### src/sv/sbpcm_pkg.sv
// ----------------------------------------------------------------------------
// sbpcm_pkg
// Shared types, register indexes and step tables for the sample body decoder.
// ----------------------------------------------------------------------------
package sbpcm_pkg;

    localparam int COUNT_BITS = 24;
    localparam int MODE_BITS  = 3;
    localparam int FIFO_DEPTH = 4;
    localparam int PTR_BITS   = $clog2(FIFO_DEPTH);

    typedef enum logic [MODE_BITS-1:0] {
        MODE_PCM8      = 3'd0,
        MODE_PCM16_BE  = 3'd1,
        MODE_PCM16_LE  = 3'd2,
        MODE_DELTA_FIB = 3'd3,
        MODE_DELTA_EXP = 3'd4
    } mode_t;

    // configuration register indexes
    localparam logic REG_CODING_MODE  = 1'b0;
    localparam logic REG_SAMPLE_TOTAL = 1'b1;

    // byte position within header or pcm16 pair
    localparam logic [1:0] PHASE_FIRST  = 2'd0;
    localparam logic [1:0] PHASE_SECOND = 2'd1;
    localparam logic [1:0] PHASE_DATA   = 2'd2;

    typedef struct packed {
        logic [1:0]            phase;
        logic [7:0]            held;
        logic [7:0]            acc;
        logic [COUNT_BITS-1:0] emitted;
    } state_t;

    typedef struct packed {
        logic signed [15:0] sample;
        logic               last;
        logic               done;
    } result_t;

    typedef struct packed {
        logic [1:0] n_res;
        result_t    res0;
        result_t    res1;
        state_t     state;
    } dec_out_t;

    function automatic logic signed [7:0] fib_step(input logic [3:0] nib);
        logic signed [7:0] s;
        case (nib)
            4'd0:    s = -8'sd34;
            4'd1:    s = -8'sd21;
            4'd2:    s = -8'sd13;
            4'd3:    s = -8'sd8;
            4'd4:    s = -8'sd5;
            4'd5:    s = -8'sd3;
            4'd6:    s = -8'sd2;
            4'd7:    s = -8'sd1;
            4'd8:    s = 8'sd0;
            4'd9:    s = 8'sd1;
            4'd10:   s = 8'sd2;
            4'd11:   s = 8'sd3;
            4'd12:   s = 8'sd5;
            4'd13:   s = 8'sd8;
            4'd14:   s = 8'sd13;
            default: s = 8'sd21;
        endcase
        return s;
    endfunction

    function automatic logic signed [7:0] exp_step(input logic [3:0] nib);
        logic signed [7:0] s;
        case (nib)
            4'd0:    s = -8'sd128;
            4'd1:    s = -8'sd64;
            4'd2:    s = -8'sd32;
            4'd3:    s = -8'sd16;
            4'd4:    s = -8'sd8;
            4'd5:    s = -8'sd4;
            4'd6:    s = -8'sd2;
            4'd7:    s = -8'sd1;
            4'd8:    s = 8'sd0;
            4'd9:    s = 8'sd1;
            4'd10:   s = 8'sd2;
            4'd11:   s = 8'sd4;
            4'd12:   s = 8'sd8;
            4'd13:   s = 8'sd16;
            4'd14:   s = 8'sd32;
            default: s = 8'sd64;
        endcase
        return s;
    endfunction

endpackage

### src/sv/sbpcm_decode.sv
// ----------------------------------------------------------------------------
// sbpcm_decode
// Next state and up to two samples for one body byte.
// ----------------------------------------------------------------------------
module sbpcm_decode
(
    input  logic [7:0]                      body_byte,
    input  logic                            restart,
    input  logic [sbpcm_pkg::MODE_BITS-1:0] coding_mode,
    input  logic [sbpcm_pkg::COUNT_BITS-1:0] sample_total,
    input  sbpcm_pkg::state_t               state_cur,
    output sbpcm_pkg::dec_out_t             dec
);
    import sbpcm_pkg::*;

    function automatic logic [7:0] sat_add(input logic [7:0] acc, input logic [7:0] step);
        logic signed [8:0] sum;
        logic [7:0]        r;
        sum = $signed({acc[7], acc}) + $signed({step[7], step});
        if (sum > 9'sd127)
            r = 8'h7f;
        else if (sum < -9'sd128)
            r = 8'h80;
        else
            r = sum[7:0];
        return r;
    endfunction

    state_t                st;
    logic                  finished;
    logic [COUNT_BITS-1:0] cnt1;
    logic [COUNT_BITS-1:0] cnt2;
    logic                  done1;
    logic                  done2;
    logic                  is_fib;
    logic [7:0]            step_hi;
    logic [7:0]            step_lo;
    logic [7:0]            acc1;
    logic [7:0]            acc2;

    always_comb
    begin
        st = state_cur;
        if (restart)
        begin
            st = '0;
        end
        finished = (st.emitted >= sample_total);
        cnt1     = st.emitted + COUNT_BITS'(1);
        cnt2     = st.emitted + COUNT_BITS'(2);
        done1    = (cnt1 >= sample_total);
        done2    = (cnt2 >= sample_total);
        is_fib   = (coding_mode == MODE_DELTA_FIB);
        step_hi  = is_fib ? fib_step(body_byte[7:4]) : exp_step(body_byte[7:4]);
        step_lo  = is_fib ? fib_step(body_byte[3:0]) : exp_step(body_byte[3:0]);
        acc1     = sat_add(st.acc, step_hi);
        acc2     = sat_add(acc1, step_lo);

        dec       = '0;
        dec.state = st;
        if (!finished)
        begin
            case (coding_mode)
                MODE_PCM8:
                begin
                    dec.n_res         = 2'd1;
                    dec.res0.sample   = {body_byte, 8'h00};
                    dec.res0.last     = 1'b1;
                    dec.res0.done     = done1;
                    dec.state.emitted = cnt1;
                end
                MODE_PCM16_BE, MODE_PCM16_LE:
                begin
                    if (st.phase == PHASE_FIRST)
                    begin
                        dec.state.held  = body_byte;
                        dec.state.phase = PHASE_SECOND;
                    end
                    else
                    begin
                        dec.n_res         = 2'd1;
                        dec.res0.sample   = (coding_mode == MODE_PCM16_BE)
                                            ? {st.held, body_byte}
                                            : {body_byte, st.held};
                        dec.res0.last     = 1'b1;
                        dec.res0.done     = done1;
                        dec.state.phase   = PHASE_FIRST;
                        dec.state.emitted = cnt1;
                    end
                end
                MODE_DELTA_FIB, MODE_DELTA_EXP:
                begin
                    if (st.phase == PHASE_FIRST)
                    begin
                        // padding byte
                        dec.state.phase = PHASE_SECOND;
                    end
                    else if (st.phase == PHASE_SECOND)
                    begin
                        dec.state.acc   = body_byte;
                        dec.state.phase = PHASE_DATA;
                    end
                    else
                    begin
                        dec.res0.sample = {acc1, 8'h00};
                        dec.res0.done   = done1;
                        dec.res1.sample = {acc2, 8'h00};
                        dec.res1.last   = 1'b1;
                        dec.res1.done   = done2;
                        if (done1)
                        begin
                            // total reached on the high nibble
                            dec.n_res         = 2'd1;
                            dec.res0.last     = 1'b1;
                            dec.state.acc     = acc1;
                            dec.state.emitted = cnt1;
                        end
                        else
                        begin
                            dec.n_res         = 2'd2;
                            dec.state.acc     = acc2;
                            dec.state.emitted = cnt2;
                        end
                    end
                end
                default:
                begin
                    dec.n_res = 2'd0;
                end
            endcase
        end
    end

endmodule

### src/sv/sbpcm_fifo.sv
// ----------------------------------------------------------------------------
// sbpcm_fifo
// Four-entry result queue taking up to two results per cycle, giving one while pop_ready is high.
// ----------------------------------------------------------------------------
module sbpcm_fifo
(
    input  logic                clk,
    input  logic                rst_n,
    input  logic [1:0]          push_n,
    input  sbpcm_pkg::result_t  push0,
    input  sbpcm_pkg::result_t  push1,
    output logic                room,
    output logic                pop_valid,
    input  logic                pop_ready,
    output sbpcm_pkg::result_t  pop_data
);
    import sbpcm_pkg::*;

    result_t               mem [FIFO_DEPTH];
    logic [PTR_BITS-1:0]   wr_ptr_reg;
    logic [PTR_BITS-1:0]   wr_ptr_next;
    logic [PTR_BITS-1:0]   rd_ptr_reg;
    logic [PTR_BITS-1:0]   rd_ptr_next;
    logic [PTR_BITS:0]     count_reg;
    logic [PTR_BITS:0]     count_next;
    logic                  pop;

    assign pop       = pop_valid && pop_ready;
    assign pop_valid = (count_reg != '0);
    assign pop_data  = mem[rd_ptr_reg];
    // room for a full pair
    assign room      = (count_reg <= (PTR_BITS+1)'(FIFO_DEPTH - 2));

    always_comb
    begin
        wr_ptr_next = wr_ptr_reg + PTR_BITS'(push_n);
        rd_ptr_next = rd_ptr_reg + PTR_BITS'(pop);
        count_next  = count_reg + (PTR_BITS+1)'(push_n) - (PTR_BITS+1)'(pop);
    end

    always_ff @(posedge clk)
    begin
        if (push_n != 2'd0)
        begin
            mem[wr_ptr_reg] <= push0;
        end
        if (push_n == 2'd2)
        begin
            mem[wr_ptr_reg + PTR_BITS'(1)] <= push1;
        end
    end

    always_ff @(posedge clk or negedge rst_n)
    begin
        if (!rst_n)
        begin
            wr_ptr_reg <= '0;
            rd_ptr_reg <= '0;
            count_reg  <= '0;
        end
        else
        begin
            wr_ptr_reg <= wr_ptr_next;
            rd_ptr_reg <= rd_ptr_next;
            count_reg  <= count_next;
        end
    end

endmodule

### src/sv/sample_body_to_pcm16_unit.sv
// ----------------------------------------------------------------------------
// sample_body_to_pcm16_unit
// Decodes sample body bytes (pcm8, pcm16 be/le, fibonacci/exponential delta)
// into signed 16-bit samples with a per-body sample limit.
// ----------------------------------------------------------------------------
//  channel  dir  tdata                    tuser           tlast
//  s_*      in   [7:0] body_byte          restart         -
//  m_*      out  [15:0] sample_value      body_done       run_last
//  cfg_*    in   index 0 coding_mode, index 1 sample_total (no read-back)
//
//  a byte is decoded in the cycle it is accepted; its samples appear on m_*
//  from the next cycle, one beat per cycle while m_tready is high, from a
//  four-entry result queue; s_tready is high while it has room for two
//  results, so pcm bytes then flow one per cycle; delta data bytes push two
//  results each and stall. reset clears mode, total, decoder state and queue.
// ----------------------------------------------------------------------------
module sample_body_to_pcm16_unit
(
    input  logic                              clk,
    input  logic                              rst_n,
    input  logic                              s_tvalid,
    output logic                              s_tready,
    input  logic [7:0]                        s_tdata,   // body_byte
    input  logic                              s_tuser,   // restart
    output logic                              m_tvalid,
    input  logic                              m_tready,
    output logic [15:0]                       m_tdata,   // sample_value
    output logic                              m_tuser,   // body_done
    output logic                              m_tlast,   // run_last
    input  logic                              cfg_we,
    input  logic                              cfg_index,
    input  logic [sbpcm_pkg::COUNT_BITS-1:0]  cfg_data
);
    import sbpcm_pkg::*;

    logic [MODE_BITS-1:0]  mode_reg;
    logic [COUNT_BITS-1:0] total_reg;
    state_t                state_reg;
    dec_out_t              dec;
    logic                  accept;
    logic [1:0]            push_n;
    result_t               out_res;

    assign accept = s_tvalid && s_tready;
    assign push_n = accept ? dec.n_res : 2'd0;

    sbpcm_decode u_decode
    (
        .body_byte    (s_tdata),
        .restart      (s_tuser),
        .coding_mode  (mode_reg),
        .sample_total (total_reg),
        .state_cur    (state_reg),
        .dec          (dec)
    );

    sbpcm_fifo u_fifo
    (
        .clk       (clk),
        .rst_n     (rst_n),
        .push_n    (push_n),
        .push0     (dec.res0),
        .push1     (dec.res1),
        .room      (s_tready),
        .pop_valid (m_tvalid),
        .pop_ready (m_tready),
        .pop_data  (out_res)
    );

    assign m_tdata = out_res.sample;
    assign m_tlast = out_res.last;
    assign m_tuser = out_res.done;

    always_ff @(posedge clk or negedge rst_n)
    begin
        if (!rst_n)
        begin
            mode_reg  <= '0;
            total_reg <= '0;
            state_reg <= '0;
        end
        else
        begin
            if (cfg_we)
            begin
                case (cfg_index)
                    REG_CODING_MODE:  mode_reg  <= cfg_data[MODE_BITS-1:0];
                    REG_SAMPLE_TOTAL: total_reg <= cfg_data;
                    default:          mode_reg  <= mode_reg;
                endcase
            end
            if (accept)
            begin
                state_reg <= dec.state;
            end
        end
    end

endmodule
### config.mk
export PLATFORM = sky130hd
export DESIGN_NAME = sample_body_to_pcm16_unit
export DESIGN_NICKNAME = d
export VERILOG_FILES = /design/src/sv/sbpcm_pkg.sv /design/src/sv/sbpcm_decode.sv /design/src/sv/sbpcm_fifo.sv /design/src/sv/sample_body_to_pcm16_unit.sv
export SDC_FILE = /design/constraint.sdc
export NUM_CORES = 1
export LEC_CHECK = 0
export ABC_AREA = 0
export BUFFER_PORTS_ARGS = -buffer_cell sky130_fd_sc_hd__buf_4
export CAP_MARGIN = 15
export CORE_MARGIN = 10
export CORE_UTILIZATION = 48
export DETAILED_ROUTE_END_ITERATION = 6
export PLACE_DENSITY_LB_ADDON = 0.15
export SLEW_MARGIN = 20
export SYNTH_ARGS = -nofsm -noshare
export SYNTH_HDL_FRONTEND = slang
export SYNTH_HIERARCHICAL = 1
export SYNTH_SLANG_ARGS = --single-unit
export TNS_END_PERCENT = 5
### constraint.sdc
create_clock -name clk -period 17.8 [get_ports clk]
set_clock_uncertainty 0.2 [all_clocks]
set_input_delay 3.56 -clock clk [delete_from_list [all_inputs] [get_ports clk]]
set_output_delay 3.56 -clock clk [all_outputs]
set_load 0.01 [all_outputs]
Word-level counts from Yosys, hierarchy flattened

Memories as Yosys holds them, arrays and structs flattened.
Index checks and enable logic that the tools add are counted.

Register bits: 76
RAM bits: 72
ROM bits: 512
Input bits: 39
Output and inout port bits: 20
Logic and storage cells: 83
Memories kept: 5

Memories:

| memory          | depth | bits a word | read ports | clocked after memory_dff | wr ports | RTL line         | RTL |
|---|---|---|---|---|---|---|---|
| (no name shown) | 16    | 8           | 1          | 0                        | 0        | sbpcm_pkg.sv:51  | `case (nib)` |
| (no name shown) | 16    | 8           | 1          | 0                        | 0        | sbpcm_pkg.sv:74  | `case (nib)` |
| (no name shown) | 16    | 8           | 1          | 0                        | 0        | sbpcm_pkg.sv:51  |  |
| (no name shown) | 16    | 8           | 1          | 0                        | 0        | sbpcm_pkg.sv:74  |  |
| u_fifo.mem      | 4     | 18          | 1          | 0                        | 2        | sbpcm_fifo.sv:19 | `result_t mem [FIFO_DEPTH];` |

$add $sub $neg: 9
Magnitude comparators: 8
Equal/unequal tests: 6
Mux-type cells: 35
Bitwise logic cells: 1
Reduce and logical (&&, ||, !) cells: 10

Operator list:

| operator                                                    | number |
|---|---|
| two-way mux 8 bit                                           | 10 |
| two-way mux 80 bit                                          | 1 |
| two-way mux 38 bit                                          | 2 |
| greater-or-equal comparator 24 bit                          | 3 |
| case mux 24 bit (3 select lines)                            | 1 |
| two-way mux 32 bit                                          | 2 |
| case mux 18 bit (3 select lines)                            | 1 |
| two-way mux 24 bit                                          | 2 |
| two-way mux 42 bit                                          | 1 |
| adder 24 x 1 -> 24 bit (second input constant)              | 1 |
| adder 24 x 2 -> 24 bit (second input constant)              | 1 |
| two-way mux 19 bit                                          | 1 |
| adder 8 x 8 -> 9 bit                                        | 2 |
| > comparator 9 x 8 -> 1 bit (second input constant)         | 2 |
| less-than comparator 9 x 8 -> 1 bit (second input constant) | 2 |
| two-way mux 18 bit                                          | 1 |
| two-way mux 16 bit                                          | 1 |
| two-way mux 2 bit                                           | 4 |
| == test 3 x 2 -> 1 bit (second input constant)              | 2 |
| two-way mux 1 bit                                           | 6 |
| case mux 2 bit (3 select lines)                             | 1 |
| case mux 2 bit (2 select lines)                             | 1 |
| AND reduction 2 bit                                         | 2 |
| OR reduction 2 bit                                          | 2 |
| other kinds (16)                                            | 17 |

Depth between registers and ports, before layout

Word-level depth: 19
Mapped depth: 29
Depth with buffers taken out: 25

Cells and area by module

The synthesis kept the hierarchy.

By module, submodules not included:

| module                    | times used | cells an instance | area an instance (µm²) | sequential area each (µm²) |
|---|---|---|---|---|
| sbpcm_decode              | 1          | 916               | 6119.6                 | 0.0 |
| sbpcm_fifo                | 1          | 214               | 3961.3                 | 2337.2 |
| sample_body_to_pcm16_unit | 1          | 149               | 2590.0                 | 1726.7 |

Worst setup path after synthesis

OpenSTA, ideal clock, no wires.

Path type: input-to-reg
Start point: input port s_tuser
End point: memory u_fifo/mem[0][0] (netlist name), enable pin
Library setup time: 421 ps
Arrival time: 9344 ps
Data required time: 17179 ps
Slack: 7834 ps
Cell stages on the path: 25
Buffers on the path: 6
Cells stage by stage: buf_2 -> buf_1 -> clkbuf_1 -> nand2b_1 -> inv_1 -> ha_1 -> and3_1 -> and4_1 -> buf_2 -> and2_1 -> a31o_2 -> ha_1 -> nand4_1 -> nor4_1 -> a311o_1 -> o21ai_1 -> nand2_1 -> a21oi_1 -> nand2b_1 -> inv_1 -> buf_4 -> and3_1 -> clkbuf_2 -> nor2_1 -> o31ai_1

RTL lines:

| item        | RTL line                        | RTL |
|---|---|---|
| from (decl) | sample_body_to_pcm16_unit.sv:24 | `input logic s_tuser,` |
| to (decl)   | sbpcm_fifo.sv:19                |  |

==> results.cfg <==
[synth]
synthesis.area_um2 = 12700
synth_edf_count = 72
ys_seq_elements = 148
synth.yosys.seq_area_share_pct = 32.1
ys_warn_count = 6
synth_ff_type = dfrtp_1
synthDistinctLibCells = 94
netlist_instances = 1279
async_flop_share_pct = 51.4
avgSynthCellArea_um2 = 9.91

[clocking]
cts_post_setup_buffers_inserted = 0
ctsResizeCount = 0
root_buffer = clkbuf_16
cts_htree_levels = 4
clockBufferDepth = 2
clk_pin_slew_worst_paths_ns = 0.07
cts_hold_buf = 0
clock_sinks = 148
cts_buffers = 17
clk_latency_ns = 0.43
cts_tree = built

[sta]
tns_ns = 0
setup_viol = 0
grt_setup_unrepaired = false
fmax_ghz = 0.0982
period_needed_ns = 10.19
max-slew-margin-rel_pct = 23.0
hold_violations = 0
setup_ws_ns = 7.61
min_period_over_period_pct = 57.2
maxSlewViolCount = 0
worst_slew_pin_slew_ns = 1.15

[detailed_routing]
postRouteWirelength_um = 34700
initialDrtViolationCount = 993
firstDrtPassIters = 6
detail-route-antenna-nets = 0
via_count = 10091
viasPerCell = 6.15
drc = 0
routedWlPerCell_um = 21.2

[finish]
largest_register_ffs = 72
most-common-layout-cells = mux2_2 (140), ha_1 (109), nor2_1 (97)
num_antenna_cells = 0
final_common_cell = mux2_2
layout-drive-gt1-share_pct = 23.7
nNetsFinal = 1444
area_delta_synth_final_pct = 9.12

[global_routing]
grt.total_usage_pct = 20.6
grt_pass1_vias = 9900
antenna_found_initial = 0
grt_max_degree = 77
grt_use_met3_pct = 3.58
gr-usage-met2_pct = 31.5
grt_pass1_wl_um = 55600
grt-ovfl-total = 0
grt.met1_usage_pct = 29.1
grt_busiest_layer = met2

[power]
peakVddDrop_v = 0.000112
power_density_nw_per_um2 = 107
p_leak_nw = 6.01

[setup_path]
r2r_end = u_fifo/mem[0][16]$_DFFE_PP_
start_kind = input port
crit_type = input port to flip-flop
critPathRequiredTime_ns = 17.67
arrival_ns = 10.05
timing.rr.start = mode_reg[0]$_DFFE_PN0P_
endpoint = u_fifo/mem[2][10]$_DFFE_PP_
worstSetupStartpoint = s_tuser
reg2regPathDepth = 23
path_max_fanout = 50
reg2reg_setup_slack_ns = 10.55
end_kind = flip-flop

[floorplanning]
die_y_um = 182
initial_core_util_pct = 48.8
num_rows = 59
core_area_um2 = 26000
die_w_um = 182
die_area_um2 = 33300
ioPinCount = 59

[worst_hold_path]
hp-class = flip-flop to flip-flop

[placed_design]
post-place-ws_ns = 7.11
portBuffers = 58
gp_congestion = 0.906
dp_hpwl_um = 24900

[status]
outcome = finished clean

[flow_run]
maxCapViolations = 0
==> cells by family (layout without fill, tap and decap cells) <==
logic type	count (synthesis)	count (layout)	share of synthesized area, %
buffers and inverters	138	158	5.18
DFF	148	148	32.1
xor gates and xnor gates	56	56	3.93
adders and majority gates	112	112	11.2
AOI/OAI and AO/OA	268	268	14.1
and+or+nand+nor	371	371	15.3
other	1	8	0.0296
muxes	185	185	18.2
==> worst min path at each step <==
stage / from / endpoint / slack [ns] / cells past startpoint
after global routing: state_reg[33]$_DFFE_PN0P_ / state_reg[33]$_DFFE_PN0P_ / 0.30 / 1
after CTS: state_reg[29]$_DFFE_PN0P_ / state_reg[29]$_DFFE_PN0P_ / 0.30 / 1
after global placement: state_reg[39]$_DFFE_PN0P_ / state_reg[39]$_DFFE_PN0P_ / 0.28 / 1
final: state_reg[29]$_DFFE_PN0P_ / state_reg[29]$_DFFE_PN0P_ / 0.30 / 1
after floorplan: state_reg[24]$_DFFE_PN0P_ / state_reg[24]$_DFFE_PN0P_ / 0.27 / 1
after detailed placement: state_reg[29]$_DFFE_PN0P_ / state_reg[29]$_DFFE_PN0P_ / 0.28 / 1
==> through the flow <==
stage | area (µm²) | hold slack [ns] | std cells | power, W | util, %
final | 13800 | 0.296 | 1641 | 0.00148 | 53.2
after global routing | 13800 | 0.302 | 1641 | 0.00157 | 53.2
after CTS | 13800 | 0.300 | 1640 | 0.00148 | 53.1
after detailed placement | 13200 | 0.284 | 1608 | 0.00110 | 50.8
after global placement | 13200 | 0.279 | 1608 | 0.00110 | 50.8
after floorplan | 12700 | 0.271 | 1286 | 0.000919 | -
==> critical path, stage by stage <==
cell and delay [ns]:
buf_4 0.27, nand2b_1 0.26, inv_1 0.20, ha_1 0.34, and3_1 0.27, and4_1 0.39, nand3_2 0.21, nor3_2 0.40
and3_1 0.29, nand2_1 0.09, xnor2_1 0.15, ha_1 0.31, a21oi_1 0.19, o21a_1 0.23, nand2_1 0.30, a21oi_1 0.37
nand2b_1 0.27, inv_1 0.13, and3_1 0.35, and4bb_2 0.73, a21o_1 0.67
==> final cells by class <==
| cell class | count | area, µm² |
|---|---|---|
| fillers | 2363 | 12200 |
| clock buffers | 17 | 425 |
| well taps | 335 | 419 |
| inverters | 58 | 218 |
| multi-input cells | 1000 | 8000 |
| flip-flops and latches | 148 | 4060 |
| clock inverters | 15 | 178 |
| repair buffers | 68 | 522 |
==> layer usage <==
| metal | share of wire, % | wire length, µm |
|---|---|---|
| met1 | 47 | 16100 |
| met2 | 45 | 15400 |
| met3 | 7.0 | 2420 |
| met4 | 2.0 | 699 |
| met5 | 0 | 0 |
==> cell usage after synthesis (12+ instances only) <==
cell | number | area share [%]
mux2i_1 | 17 | 1.3
edfxtp_1 | 72 | 17
nand3_1 | 29 | 1.1
mux2_2 | 140 | 12
nor2b_1 | 40 | 2.0
xnor2_1 | 39 | 2.7
a21o_1 | 14 | 0.83
mux4_2 | 18 | 3.2
buf_4 | 13 | 0.77
clkbuf_1 | 28 | 0.83
ha_1 | 109 | 11
o21ai_0 | 38 | 1.5
nand2b_1 | 18 | 0.89
o211ai_1 | 21 | 1.2
a21oi_1 | 85 | 3.4
xor2_1 | 16 | 1.1
nand4_1 | 18 | 0.89
nor2_1 | 97 | 2.9
and3_1 | 12 | 0.59
nand2_1 | 82 | 2.4
dfrtp_1 | 76 | 15
buf_2 | 25 | 0.99
a211oi_1 | 15 | 0.89
inv_1 | 54 | 1.6
nor3_1 | 12 | 0.47
==> report_power, final <==
group          switching [W]  total (W)  internal, W
Clock               0.000182   0.000373     0.000191
Combinational       0.000368   0.000646     0.000278
Sequential         0.0000491   0.000461     0.000412
Total               0.000599    0.00148     0.000881
No activity file was read; power rests on OpenSTA's default activity.
